<file path="config.mk">
export PLATFORM = sky130hd
export DESIGN_NAME = fixed_point_biquad_filter
export DESIGN_NICKNAME = d
export VERILOG_FILES = /design/src/rtl/bqf_pkg.sv /design/src/rtl/bqf_ctrl.sv /design/src/rtl/bqf_datapath.sv /design/src/rtl/fixed_point_biquad_filter.sv
export SDC_FILE = /design/constraint.sdc
export NUM_CORES = 2
export LEC_CHECK = 0
export BUFFER_PORTS_ARGS = -buffer_cell sky130_fd_sc_hd__buf_2
export CAP_MARGIN = 20
export CELL_PAD_IN_SITES_DETAIL_PLACEMENT = 0
export CELL_PAD_IN_SITES_GLOBAL_PLACEMENT = 2
export CORE_ASPECT_RATIO = 1.5
export CORE_MARGIN = 2
export CORE_UTILIZATION = 38
export DETAILED_ROUTE_END_ITERATION = 12
export GPL_TIMING_DRIVEN = 0
export PLACE_DENSITY = 0.77
export SYNTH_ARGS = -nofsm -noshare
export SYNTH_HDL_FRONTEND = slang
export SYNTH_SLANG_ARGS = --single-unit
</file>
<file path="constraint.sdc">
create_clock -name clock -period 9.9 [get_ports clock]
set_input_delay 0.495 -clock clock [delete_from_list [all_inputs] [get_ports clock]]
set_output_delay 0.495 -clock clock [all_outputs]
set_load 0.01 [all_outputs]
</file>
<file path="src/rtl/bqf_pkg.sv">
`default_nettype none
package bqf_pkg;

   localparam int COEF_FRAC_BITS = 15;
   localparam int SAMPLE_WIDTH = 16;

   localparam int COEF_WIDTH = 18;
   localparam int DELAY_WIDTH = 48;
   localparam int OUT_WIDTH = 18;
   localparam int CSR_INDEX_WIDTH = 3;

   // s = b0*x + delay_first, split in two for the shared multiplier
   localparam int S_WIDTH = DELAY_WIDTH + 1;
   localparam int LO_WIDTH = 24;
   localparam int MUL_B_WIDTH = S_WIDTH - LO_WIDTH;
   localparam int PROD_WIDTH = COEF_WIDTH + MUL_B_WIDTH;
   localparam int FULL_WIDTH = COEF_WIDTH + S_WIDTH;
   localparam int FB_WIDTH = FULL_WIDTH - COEF_FRAC_BITS;
   localparam int ACC_WIDTH = ((FB_WIDTH > DELAY_WIDTH) ? FB_WIDTH : DELAY_WIDTH) + 2;

   localparam logic [CSR_INDEX_WIDTH-1:0] REG_B0 = 3'd0;
   localparam logic [CSR_INDEX_WIDTH-1:0] REG_B1 = 3'd1;
   localparam logic [CSR_INDEX_WIDTH-1:0] REG_B2 = 3'd2;
   localparam logic [CSR_INDEX_WIDTH-1:0] REG_A1 = 3'd3;
   localparam logic [CSR_INDEX_WIDTH-1:0] REG_A2 = 3'd4;

   localparam logic signed [COEF_WIDTH-1:0] B0_RESET = 18'sd32768;

   typedef enum logic [2:0] {
      SEL_B0,
      SEL_B1,
      SEL_B2,
      SEL_A1,
      SEL_A2
   } coef_sel_type;

   typedef enum logic [1:0] {
      SEL_X,
      SEL_S_LO,
      SEL_S_HI
   } operand_sel_type;

   typedef struct packed {
      coef_sel_type    mul_a_sel;
      operand_sel_type mul_b_sel;
      logic            take_sample;
      logic            load_s;
      logic            load_acc1;
      logic            load_acc2;
      logic            load_lo;
      logic            load_fb;
      logic            sub_acc1;
      logic            finish;
   } cmd_type;

   function automatic logic signed [DELAY_WIDTH-1:0] sat_delay(
      input logic signed [ACC_WIDTH-1:0] v
   );
      logic signed [ACC_WIDTH-1:0] hi;
      logic signed [ACC_WIDTH-1:0] lo;
      hi = {{(ACC_WIDTH-DELAY_WIDTH+1){1'b0}}, {(DELAY_WIDTH-1){1'b1}}};
      lo = ~hi;
      if (v > hi) begin
         return hi[DELAY_WIDTH-1:0];
      end else if (v < lo) begin
         return lo[DELAY_WIDTH-1:0];
      end
      return v[DELAY_WIDTH-1:0];
   endfunction

   function automatic logic signed [OUT_WIDTH-1:0] sat_out(
      input logic signed [S_WIDTH-1:0] s
   );
      logic signed [S_WIDTH-1:0] sh;
      logic signed [S_WIDTH-1:0] hi;
      logic signed [S_WIDTH-1:0] lo;
      sh = s >>> COEF_FRAC_BITS;
      hi = {{(S_WIDTH-OUT_WIDTH+1){1'b0}}, {(OUT_WIDTH-1){1'b1}}};
      lo = ~hi;
      if (sh > hi) begin
         return hi[OUT_WIDTH-1:0];
      end else if (sh < lo) begin
         return lo[OUT_WIDTH-1:0];
      end
      return sh[OUT_WIDTH-1:0];
   endfunction

endpackage
`default_nettype wire

</file>
<file path="src/rtl/bqf_ctrl.sv">
`default_nettype none
module bqf_ctrl (
   input  wire logic            clock,
   input  wire logic            reset,
   input  wire logic            req_valid,
   output logic                 req_stall,
   output logic                 rsp_valid,
   input  wire logic            rsp_stall,
   output bqf_pkg::cmd_type     cmd
);

   typedef enum logic [9:0] {
      ST_IDLE = 10'b0000000001,
      ST_MB0  = 10'b0000000010,
      ST_MB1  = 10'b0000000100,
      ST_MB2  = 10'b0000001000,
      ST_MA1L = 10'b0000010000,
      ST_MA1H = 10'b0000100000,
      ST_MA2L = 10'b0001000000,
      ST_MA2H = 10'b0010000000,
      ST_FB2  = 10'b0100000000,
      ST_DONE = 10'b1000000000
   } state_type;

   state_type state_ff;
   state_type state_in;
   logic      rsp_valid_ff;
   logic      rsp_valid_in;
   logic      out_free;
   logic      open_slot;
   logic      accept;

   assign out_free = !rsp_valid_ff || !rsp_stall;
   assign open_slot = (state_ff == ST_IDLE) || ((state_ff == ST_DONE) && out_free);
   assign accept = req_valid && open_slot;
   assign req_stall = !open_slot;
   assign rsp_valid = rsp_valid_ff;

   always_comb begin
      state_in = state_ff;
      cmd = '0;
      cmd.mul_a_sel = bqf_pkg::SEL_B0;
      cmd.mul_b_sel = bqf_pkg::SEL_X;
      cmd.take_sample = accept;
      unique case (state_ff)
         ST_IDLE: begin
            if (accept) begin
               state_in = ST_MB0;
            end
         end
         ST_MB0: begin
            state_in = ST_MB1;
         end
         ST_MB1: begin
            cmd.mul_a_sel = bqf_pkg::SEL_B1;
            cmd.load_s = 1'b1;
            state_in = ST_MB2;
         end
         ST_MB2: begin
            cmd.mul_a_sel = bqf_pkg::SEL_B2;
            cmd.load_acc1 = 1'b1;
            state_in = ST_MA1L;
         end
         ST_MA1L: begin
            cmd.mul_a_sel = bqf_pkg::SEL_A1;
            cmd.mul_b_sel = bqf_pkg::SEL_S_LO;
            cmd.load_acc2 = 1'b1;
            state_in = ST_MA1H;
         end
         ST_MA1H: begin
            cmd.mul_a_sel = bqf_pkg::SEL_A1;
            cmd.mul_b_sel = bqf_pkg::SEL_S_HI;
            cmd.load_lo = 1'b1;
            state_in = ST_MA2L;
         end
         ST_MA2L: begin
            cmd.mul_a_sel = bqf_pkg::SEL_A2;
            cmd.mul_b_sel = bqf_pkg::SEL_S_LO;
            cmd.load_fb = 1'b1;
            state_in = ST_MA2H;
         end
         ST_MA2H: begin
            cmd.mul_a_sel = bqf_pkg::SEL_A2;
            cmd.mul_b_sel = bqf_pkg::SEL_S_HI;
            cmd.load_lo = 1'b1;
            cmd.sub_acc1 = 1'b1;
            state_in = ST_FB2;
         end
         ST_FB2: begin
            cmd.load_fb = 1'b1;
            state_in = ST_DONE;
         end
         ST_DONE: begin
            if (out_free) begin
               cmd.finish = 1'b1;
               state_in = accept ? ST_MB0 : ST_IDLE;
            end
         end
         default: begin
            state_in = ST_IDLE;
         end
      endcase
   end

   always_comb begin
      rsp_valid_in = rsp_valid_ff && rsp_stall;
      if (cmd.finish) begin
         rsp_valid_in = 1'b1;
      end
   end

   always_ff @(posedge clock) begin
      if (reset) begin
         state_ff <= ST_IDLE;
         rsp_valid_ff <= 1'b0;
      end else begin
         state_ff <= state_in;
         rsp_valid_ff <= rsp_valid_in;
      end
   end

endmodule
`default_nettype wire

</file>
<file path="src/rtl/bqf_datapath.sv">
`default_nettype none
module bqf_datapath (
   input  wire logic                                          clock,
   input  wire logic                                          reset,
   input  wire bqf_pkg::cmd_type                              cmd,
   input  wire logic signed [bqf_pkg::SAMPLE_WIDTH-1:0]       req_sample_in,
   input  wire logic                                          csr_valid,
   input  wire logic [bqf_pkg::CSR_INDEX_WIDTH-1:0]           csr_index,
   input  wire logic signed [bqf_pkg::COEF_WIDTH-1:0]         csr_wdata,
   output logic signed [bqf_pkg::OUT_WIDTH-1:0]               rsp_sample_out
);

   logic signed [bqf_pkg::COEF_WIDTH-1:0]  b0_ff, b1_ff, b2_ff, a1_ff, a2_ff;
   logic signed [bqf_pkg::SAMPLE_WIDTH-1:0] x_ff;
   logic signed [bqf_pkg::DELAY_WIDTH-1:0] d1_ff, d2_ff;
   logic signed [bqf_pkg::DELAY_WIDTH-1:0] d1_in, d2_in;
   logic signed [bqf_pkg::S_WIDTH-1:0]     s_ff;
   logic signed [bqf_pkg::PROD_WIDTH-1:0]  prod_ff;
   logic signed [bqf_pkg::PROD_WIDTH-1:0]  lo_ff;
   logic signed [bqf_pkg::ACC_WIDTH-1:0]   acc1_ff, acc2_ff, fb_ff;
   logic signed [bqf_pkg::OUT_WIDTH-1:0]   out_ff;
   logic signed [bqf_pkg::COEF_WIDTH-1:0]  mul_a;
   logic signed [bqf_pkg::MUL_B_WIDTH-1:0] mul_b;
   logic signed [bqf_pkg::S_WIDTH-1:0]     prod_s;
   logic signed [bqf_pkg::ACC_WIDTH-1:0]   prod_acc;
   logic signed [bqf_pkg::ACC_WIDTH-1:0]   d2_acc;
   logic signed [bqf_pkg::S_WIDTH-1:0]     d1_s;
   logic signed [bqf_pkg::FULL_WIDTH-1:0]  full;
   logic signed [bqf_pkg::ACC_WIDTH-1:0]   fb_in;
   logic                                   clear_delays;

   assign rsp_sample_out = out_ff;

   always_comb begin
      case (cmd.mul_a_sel)
         bqf_pkg::SEL_B0: mul_a = b0_ff;
         bqf_pkg::SEL_B1: mul_a = b1_ff;
         bqf_pkg::SEL_B2: mul_a = b2_ff;
         bqf_pkg::SEL_A1: mul_a = a1_ff;
         bqf_pkg::SEL_A2: mul_a = a2_ff;
         default:         mul_a = b0_ff;
      endcase
      case (cmd.mul_b_sel)
         bqf_pkg::SEL_X: mul_b = {{(bqf_pkg::MUL_B_WIDTH-bqf_pkg::SAMPLE_WIDTH)
                                   {x_ff[bqf_pkg::SAMPLE_WIDTH-1]}}, x_ff};
         bqf_pkg::SEL_S_LO: mul_b = {1'b0, s_ff[bqf_pkg::LO_WIDTH-1:0]};
         bqf_pkg::SEL_S_HI: mul_b = s_ff[bqf_pkg::S_WIDTH-1:bqf_pkg::LO_WIDTH];
         default: mul_b = '0;
      endcase
   end

   // sign extensions of the registered product and the delays
   assign prod_s = {{(bqf_pkg::S_WIDTH-bqf_pkg::PROD_WIDTH)
                     {prod_ff[bqf_pkg::PROD_WIDTH-1]}}, prod_ff};
   assign prod_acc = {{(bqf_pkg::ACC_WIDTH-bqf_pkg::PROD_WIDTH)
                       {prod_ff[bqf_pkg::PROD_WIDTH-1]}}, prod_ff};
   assign d1_s = {d1_ff[bqf_pkg::DELAY_WIDTH-1], d1_ff};
   assign d2_acc = {{(bqf_pkg::ACC_WIDTH-bqf_pkg::DELAY_WIDTH)
                     {d2_ff[bqf_pkg::DELAY_WIDTH-1]}}, d2_ff};

   // high partial product shifted up plus the low partial product
   assign full = {prod_ff, {bqf_pkg::LO_WIDTH{1'b0}}}
               + {{(bqf_pkg::FULL_WIDTH-bqf_pkg::PROD_WIDTH)
                   {lo_ff[bqf_pkg::PROD_WIDTH-1]}}, lo_ff};
   assign fb_in = {{(bqf_pkg::ACC_WIDTH-bqf_pkg::FB_WIDTH)
                    {full[bqf_pkg::FULL_WIDTH-1]}},
                   full[bqf_pkg::FULL_WIDTH-1:bqf_pkg::COEF_FRAC_BITS]};

   always_comb begin
      clear_delays = 1'b0;
      if (csr_valid) begin
         unique case (csr_index) inside
            bqf_pkg::REG_B0, bqf_pkg::REG_B1, bqf_pkg::REG_B2,
            bqf_pkg::REG_A1, bqf_pkg::REG_A2: clear_delays = 1'b1;
            default: clear_delays = 1'b0;
         endcase
      end
      d1_in = d1_ff;
      d2_in = d2_ff;
      if (cmd.finish) begin
         d1_in = bqf_pkg::sat_delay(acc1_ff);
         d2_in = bqf_pkg::sat_delay(acc2_ff - fb_ff);
      end
      if (clear_delays) begin
         d1_in = '0;
         d2_in = '0;
      end
   end

   always_ff @(posedge clock) begin
      if (reset) begin
         b0_ff <= bqf_pkg::B0_RESET;
         b1_ff <= '0;
         b2_ff <= '0;
         a1_ff <= '0;
         a2_ff <= '0;
         d1_ff <= '0;
         d2_ff <= '0;
      end else begin
         d1_ff <= d1_in;
         d2_ff <= d2_in;
         if (csr_valid) begin
            case (csr_index)
               bqf_pkg::REG_B0: b0_ff <= csr_wdata;
               bqf_pkg::REG_B1: b1_ff <= csr_wdata;
               bqf_pkg::REG_B2: b2_ff <= csr_wdata;
               bqf_pkg::REG_A1: a1_ff <= csr_wdata;
               bqf_pkg::REG_A2: a2_ff <= csr_wdata;
               default: ;
            endcase
         end
      end
   end

   always_ff @(posedge clock) begin
      prod_ff <= mul_a * mul_b;
      if (cmd.take_sample) begin
         x_ff <= req_sample_in;
      end
      if (cmd.load_s) begin
         s_ff <= prod_s + d1_s;
      end
      if (cmd.load_acc1) begin
         acc1_ff <= prod_acc + d2_acc;
      end else if (cmd.sub_acc1) begin
         acc1_ff <= acc1_ff - fb_ff;
      end
      if (cmd.load_acc2) begin
         acc2_ff <= prod_acc;
      end
      if (cmd.load_lo) begin
         lo_ff <= prod_ff;
      end
      if (cmd.load_fb) begin
         fb_ff <= fb_in;
      end
      if (cmd.finish) begin
         out_ff <= bqf_pkg::sat_out(s_ff);
      end
   end

endmodule
`default_nettype wire

</file>
<file path="src/rtl/fixed_point_biquad_filter.sv">
// channel   direction  handshake            payload
// req_      in         req_valid/req_stall  req_sample_in  (16 bit signed)
// rsp_      out        rsp_valid/rsp_stall  rsp_sample_out (18 bit signed)
// csr_      in         csr_valid/csr_ready  csr_index, csr_wdata (18 bit signed)
//
// one sample at a time, its products formed in turn on one shared 18x25 multiplier
// (three feedforward products, each feedback product in two halves of the
// 49-bit sum), then a step to fold the last feedback term and a step to write back
// rsp_valid is registered and rises at the end of the write-back step
// reset restores the coefficients and clears both delays, as does a coefficient write
// a result waiting under rsp_stall holds the next sample in its last step
`default_nettype none
module fixed_point_biquad_filter (
   input  wire logic                                       clock,
   input  wire logic                                       reset,
   input  wire logic                                       req_valid,
   output logic                                            req_stall,
   input  wire logic signed [bqf_pkg::SAMPLE_WIDTH-1:0]    req_sample_in,
   output logic                                            rsp_valid,
   input  wire logic                                       rsp_stall,
   output logic signed [bqf_pkg::OUT_WIDTH-1:0]            rsp_sample_out,
   input  wire logic                                       csr_valid,
   output logic                                            csr_ready,
   input  wire logic [bqf_pkg::CSR_INDEX_WIDTH-1:0]        csr_index,
   input  wire logic signed [bqf_pkg::COEF_WIDTH-1:0]      csr_wdata
);

   bqf_pkg::cmd_type cmd;

   assign csr_ready = 1'b1;

   bqf_ctrl u_ctrl (
      .clock     (clock),
      .reset     (reset),
      .req_valid (req_valid),
      .req_stall (req_stall),
      .rsp_valid (rsp_valid),
      .rsp_stall (rsp_stall),
      .cmd       (cmd)
   );

   bqf_datapath u_datapath (
      .clock          (clock),
      .reset          (reset),
      .cmd            (cmd),
      .req_sample_in  (req_sample_in),
      .csr_valid      (csr_valid),
      .csr_index      (csr_index),
      .csr_wdata      (csr_wdata),
      .rsp_sample_out (rsp_sample_out)
   );

endmodule
`default_nettype wire

</file>
==> results.cfg <==
[floorplan]
boundaryPins = 63
fp.coreArea_um2 = 120000
die_w_um = 288
start_util_pct = 38.2
rows = 156
die_h_um = 430
die_area_um2 = 124000

[finish]
layout-drive-gt1-share_pct = 7.37
fin_nets = 6165
fillCellCount = 12300
area_delta_synth_final_pct = 11.1
fin_cells = 6956

[power_and_ir_drop]
comb_power_share_pct = 32.2
ir_drop_mv = 0.134
switching_share_pct = 37.4
powerDensity_nw_per_um2 = 141
power_switching_w = 0.00271
power.internal_w = 0.00453
seq_power_share_pct = 37.5
p_leak_nw = 22.6
clkPwrFrac_pct = 30.3

[sta]
hold_viol_final = 0
finalSetupTns_ns = 0
period_share_pct = 95.2
tightest_slew_ns = 1.15
finalMaxSlewViolations = 0
skew_ns = 0.0425
setup_viol = 0
fmax_ghz = 0.106
fin_crit_ns = 9.42
slew_headroom_pct = 23.4

[route]
route.met3.wl_mm = 4.59
met1_length_mm = 62.7
drc = 0
drt-initial-drc-count = 2149
dr.max_layer_used = met4
wl_met2_mm = 85.2
detail-route-antenna-nets = 0
wirelength_mm = 161
via_per_inst = 5.32
vias = 37000
wl_per_cell_um = 23.2
drtPass1Iterations = 6

[setup_path]
worst_setup_path_start_kind = flop
slowest_delay_ns = 0.79
r2r_setup_slack_ns = 0.48
reg2reg_from = u_ctrl.state_ff[6]$_SDFFE_PP0P_
cp_slowest_cell = clkbuf_1
reg2reg_depth = 29
worstSetupEndpointType = flop
cp_common_cell = fa_1
cp_max_fo = 10
path_class = reg2reg
cp.arrival_ns = 9.96
required_ns = 10.44
timing.rr.end = u_datapath.prod_ff[41]$_DFF_P_

[hold_path]
hold_path_end = u_datapath.x_ff[10]$_DFFE_PP_
whs_path_depth = 1
hold_path.startpoint = req_sample_in[10]
min_path_type = in2reg

[clock_network]
cts_buffer_depth = 3
cts.sinks = 500
clkTransAtPathRegs_ns = 0.07
clock-root-buffer = clkbuf_16
cts_buffers = 54
cts_tree = done
clk_latency_ns = 0.65
htreeDepth = 2

[synth]
synth_top_area_share_pct = 19.4
async_flop_share_pct = 0
yosysWarnings = 0
syn_area_um2 = 46000
yosysUniqueCellTypes = 92
avgSynthCellArea_um2 = 8.90
synth_top_area_cell = fa_1
synthFlopType = edfxtp_1
ys_seq_area_share_pct = 27.4
ys_ff_latch = 500
syn_inst = 5169
post-synth-top-count-cell = nand2_1
synth_edf_count = 260
synth_area_leaders = fa_1, edfxtp_1, dfxtp_1
synthTopCellsByCount = nand2_1, inv_1, fa_1
synth_nets = 6007

[global_routing]
grt_pass1_vias = 38300
grt.overflow.total = 0
grt_util_all_layers_pct = 26.2
grt_antenna_before_repair = 5
grt_pass1_wl_mm = 242
grt_max_degree = 42

[placement]
io_buffers = 59
dp_hpwl_mm = 134
placed_cells = 6845
gp_routability_congestion = 0.928

[status]
run_status = finished clean

[run]
cap_violations = 0
stage by stage:
step	hold WS (ns)	utilization [%]	worst slack [ns]	power (W)	instance area (um2)
3_5_place_dp	0.406	40.5	-1.57	0.00503	48700
4_1_cts	0.00709	42.2	0.00989	0.00729	50800
5_1_grt	0.0283	42.5	-0.00367	0.00762	51100
6_report	0.0489	42.5	0.479	0.00723	51100
2_1_floorplan	0.400	-	0.592	0.00417	46000
3_3_place_gp	0.401	40.1	-3.11	0.00505	48300
flip-flops by register name, indices dropped and copies added, names as in the netlist, 28 cells and up:
register / count
u_datapath.acc1_ff: 54
u_datapath.acc2_ff: 43
u_datapath.d1_ff: 48
u_datapath.d2_ff: 48
u_datapath.fb_ff: 52
u_datapath.lo_ff: 28
u_datapath.prod_ff: 43
u_datapath.s_ff: 49
power by group through the flow:
stage | registers, W | logic, W | clock network [W]
2_1_floorplan | 0.00249 | 0.00168 | 0
3_3_place_gp | 0.00276 | 0.00230 | 0
3_5_place_dp | 0.00275 | 0.00228 | 0
4_1_cts | 0.00271 | 0.00233 | 0.00224
5_1_grt | 0.00271 | 0.00262 | 0.00230
6_report | 0.00271 | 0.00233 | 0.00219
cell usage in the layout (no fill, tap or decap), types with 158 or more instances in the layout:
cell and n:
edfxtp_1 260, a21oi_1 402, a21o_1 158, dfxtp_1 240
nand2_1 735, ha_1 350, inv_1 676, nor2_1 335
fa_1 446, xnor2_1 165, o21ai_0 278
critical path: cells and delay by family, from the launching register on:
kind                       cells  cell delay, ns
DFF                            1            0.30
adders and majority gates      7            3.42
buffers and inverters          7            1.81
and+or+nand+nor                7            1.76
xor gates and xnor gates       1            0.14
AOI/OAI and AO/OA              7            1.84
layer usage:
| layer | up-vias | track usage, % |
|---|---|---|
| li1 | 17600 | - |
| met3 | 284 | 1.96 |
| met4 | 0 | 12.3 |
| met1 | 18300 | 30.0 |
| met2 | 748 | 48.9 |
| met5 | - | 0 |
how the worst max path moves through the flow:
stage | from | to | slack, ns
after floorplan | u_ctrl.state_ff[6]$_SDFFE_PP0P_ | u_datapath.prod_ff[41]$_DFF_P_ | 0.59
after global placement | u_ctrl.state_ff[0]$_SDFFE_PP1P_ | u_datapath.prod_ff[41]$_DFF_P_ | -3.11
after detailed placement | u_ctrl.state_ff[6]$_SDFFE_PP0P_ | u_datapath.prod_ff[41]$_DFF_P_ | -1.57
after CTS | u_ctrl.state_ff[6]$_SDFFE_PP0P_ | u_datapath.prod_ff[42]$_DFF_P_ | 0.01
after global routing | u_ctrl.state_ff[0]$_SDFFE_PP1P_ | u_datapath.prod_ff[41]$_DFF_P_ | -0.004
final | u_ctrl.state_ff[6]$_SDFFE_PP0P_ | u_datapath.prod_ff[41]$_DFF_P_ | 0.48
repair_timing:
action / 4_1_cts / 5_1_grt
hold buffers: 3 / 0
gates resized for setup: 68 / 108
setup buffers: 2 / 9
hold endpoints to repair: 3 / 0
pin swaps: 2 / 5
setup endpoints to repair: 17 / 11
cell families after synthesis:
family | synth area share [%]
AOI/OAI and AO/OA | 17.0
xor gates and xnor gates | 4.89
adders and majority gates | 28.9
buffers and inverters | 7.47
DFF | 27.4
muxes | 0.0462
other | 0.00815
and+or+nand+nor | 14.2
layout make-up:
cell class                      instances  area [um2]  share of cell area (%)
Antenna cell                            5        12.5                  0.0245
Tap cell                             1580        1980                    3.87
Clock inverter                         32         380                   0.744
Inverter                              676        2540                    4.96
Sequential cell                       500       12600                    24.7
Buffer                                202        1050                    2.05
Multi-Input combinational cell       3783       30300                    59.2
Clock buffer                           68        1480                    2.89
Timing Repair Buffer                  110         805                    1.57
(Power assumes the default switching activity.)
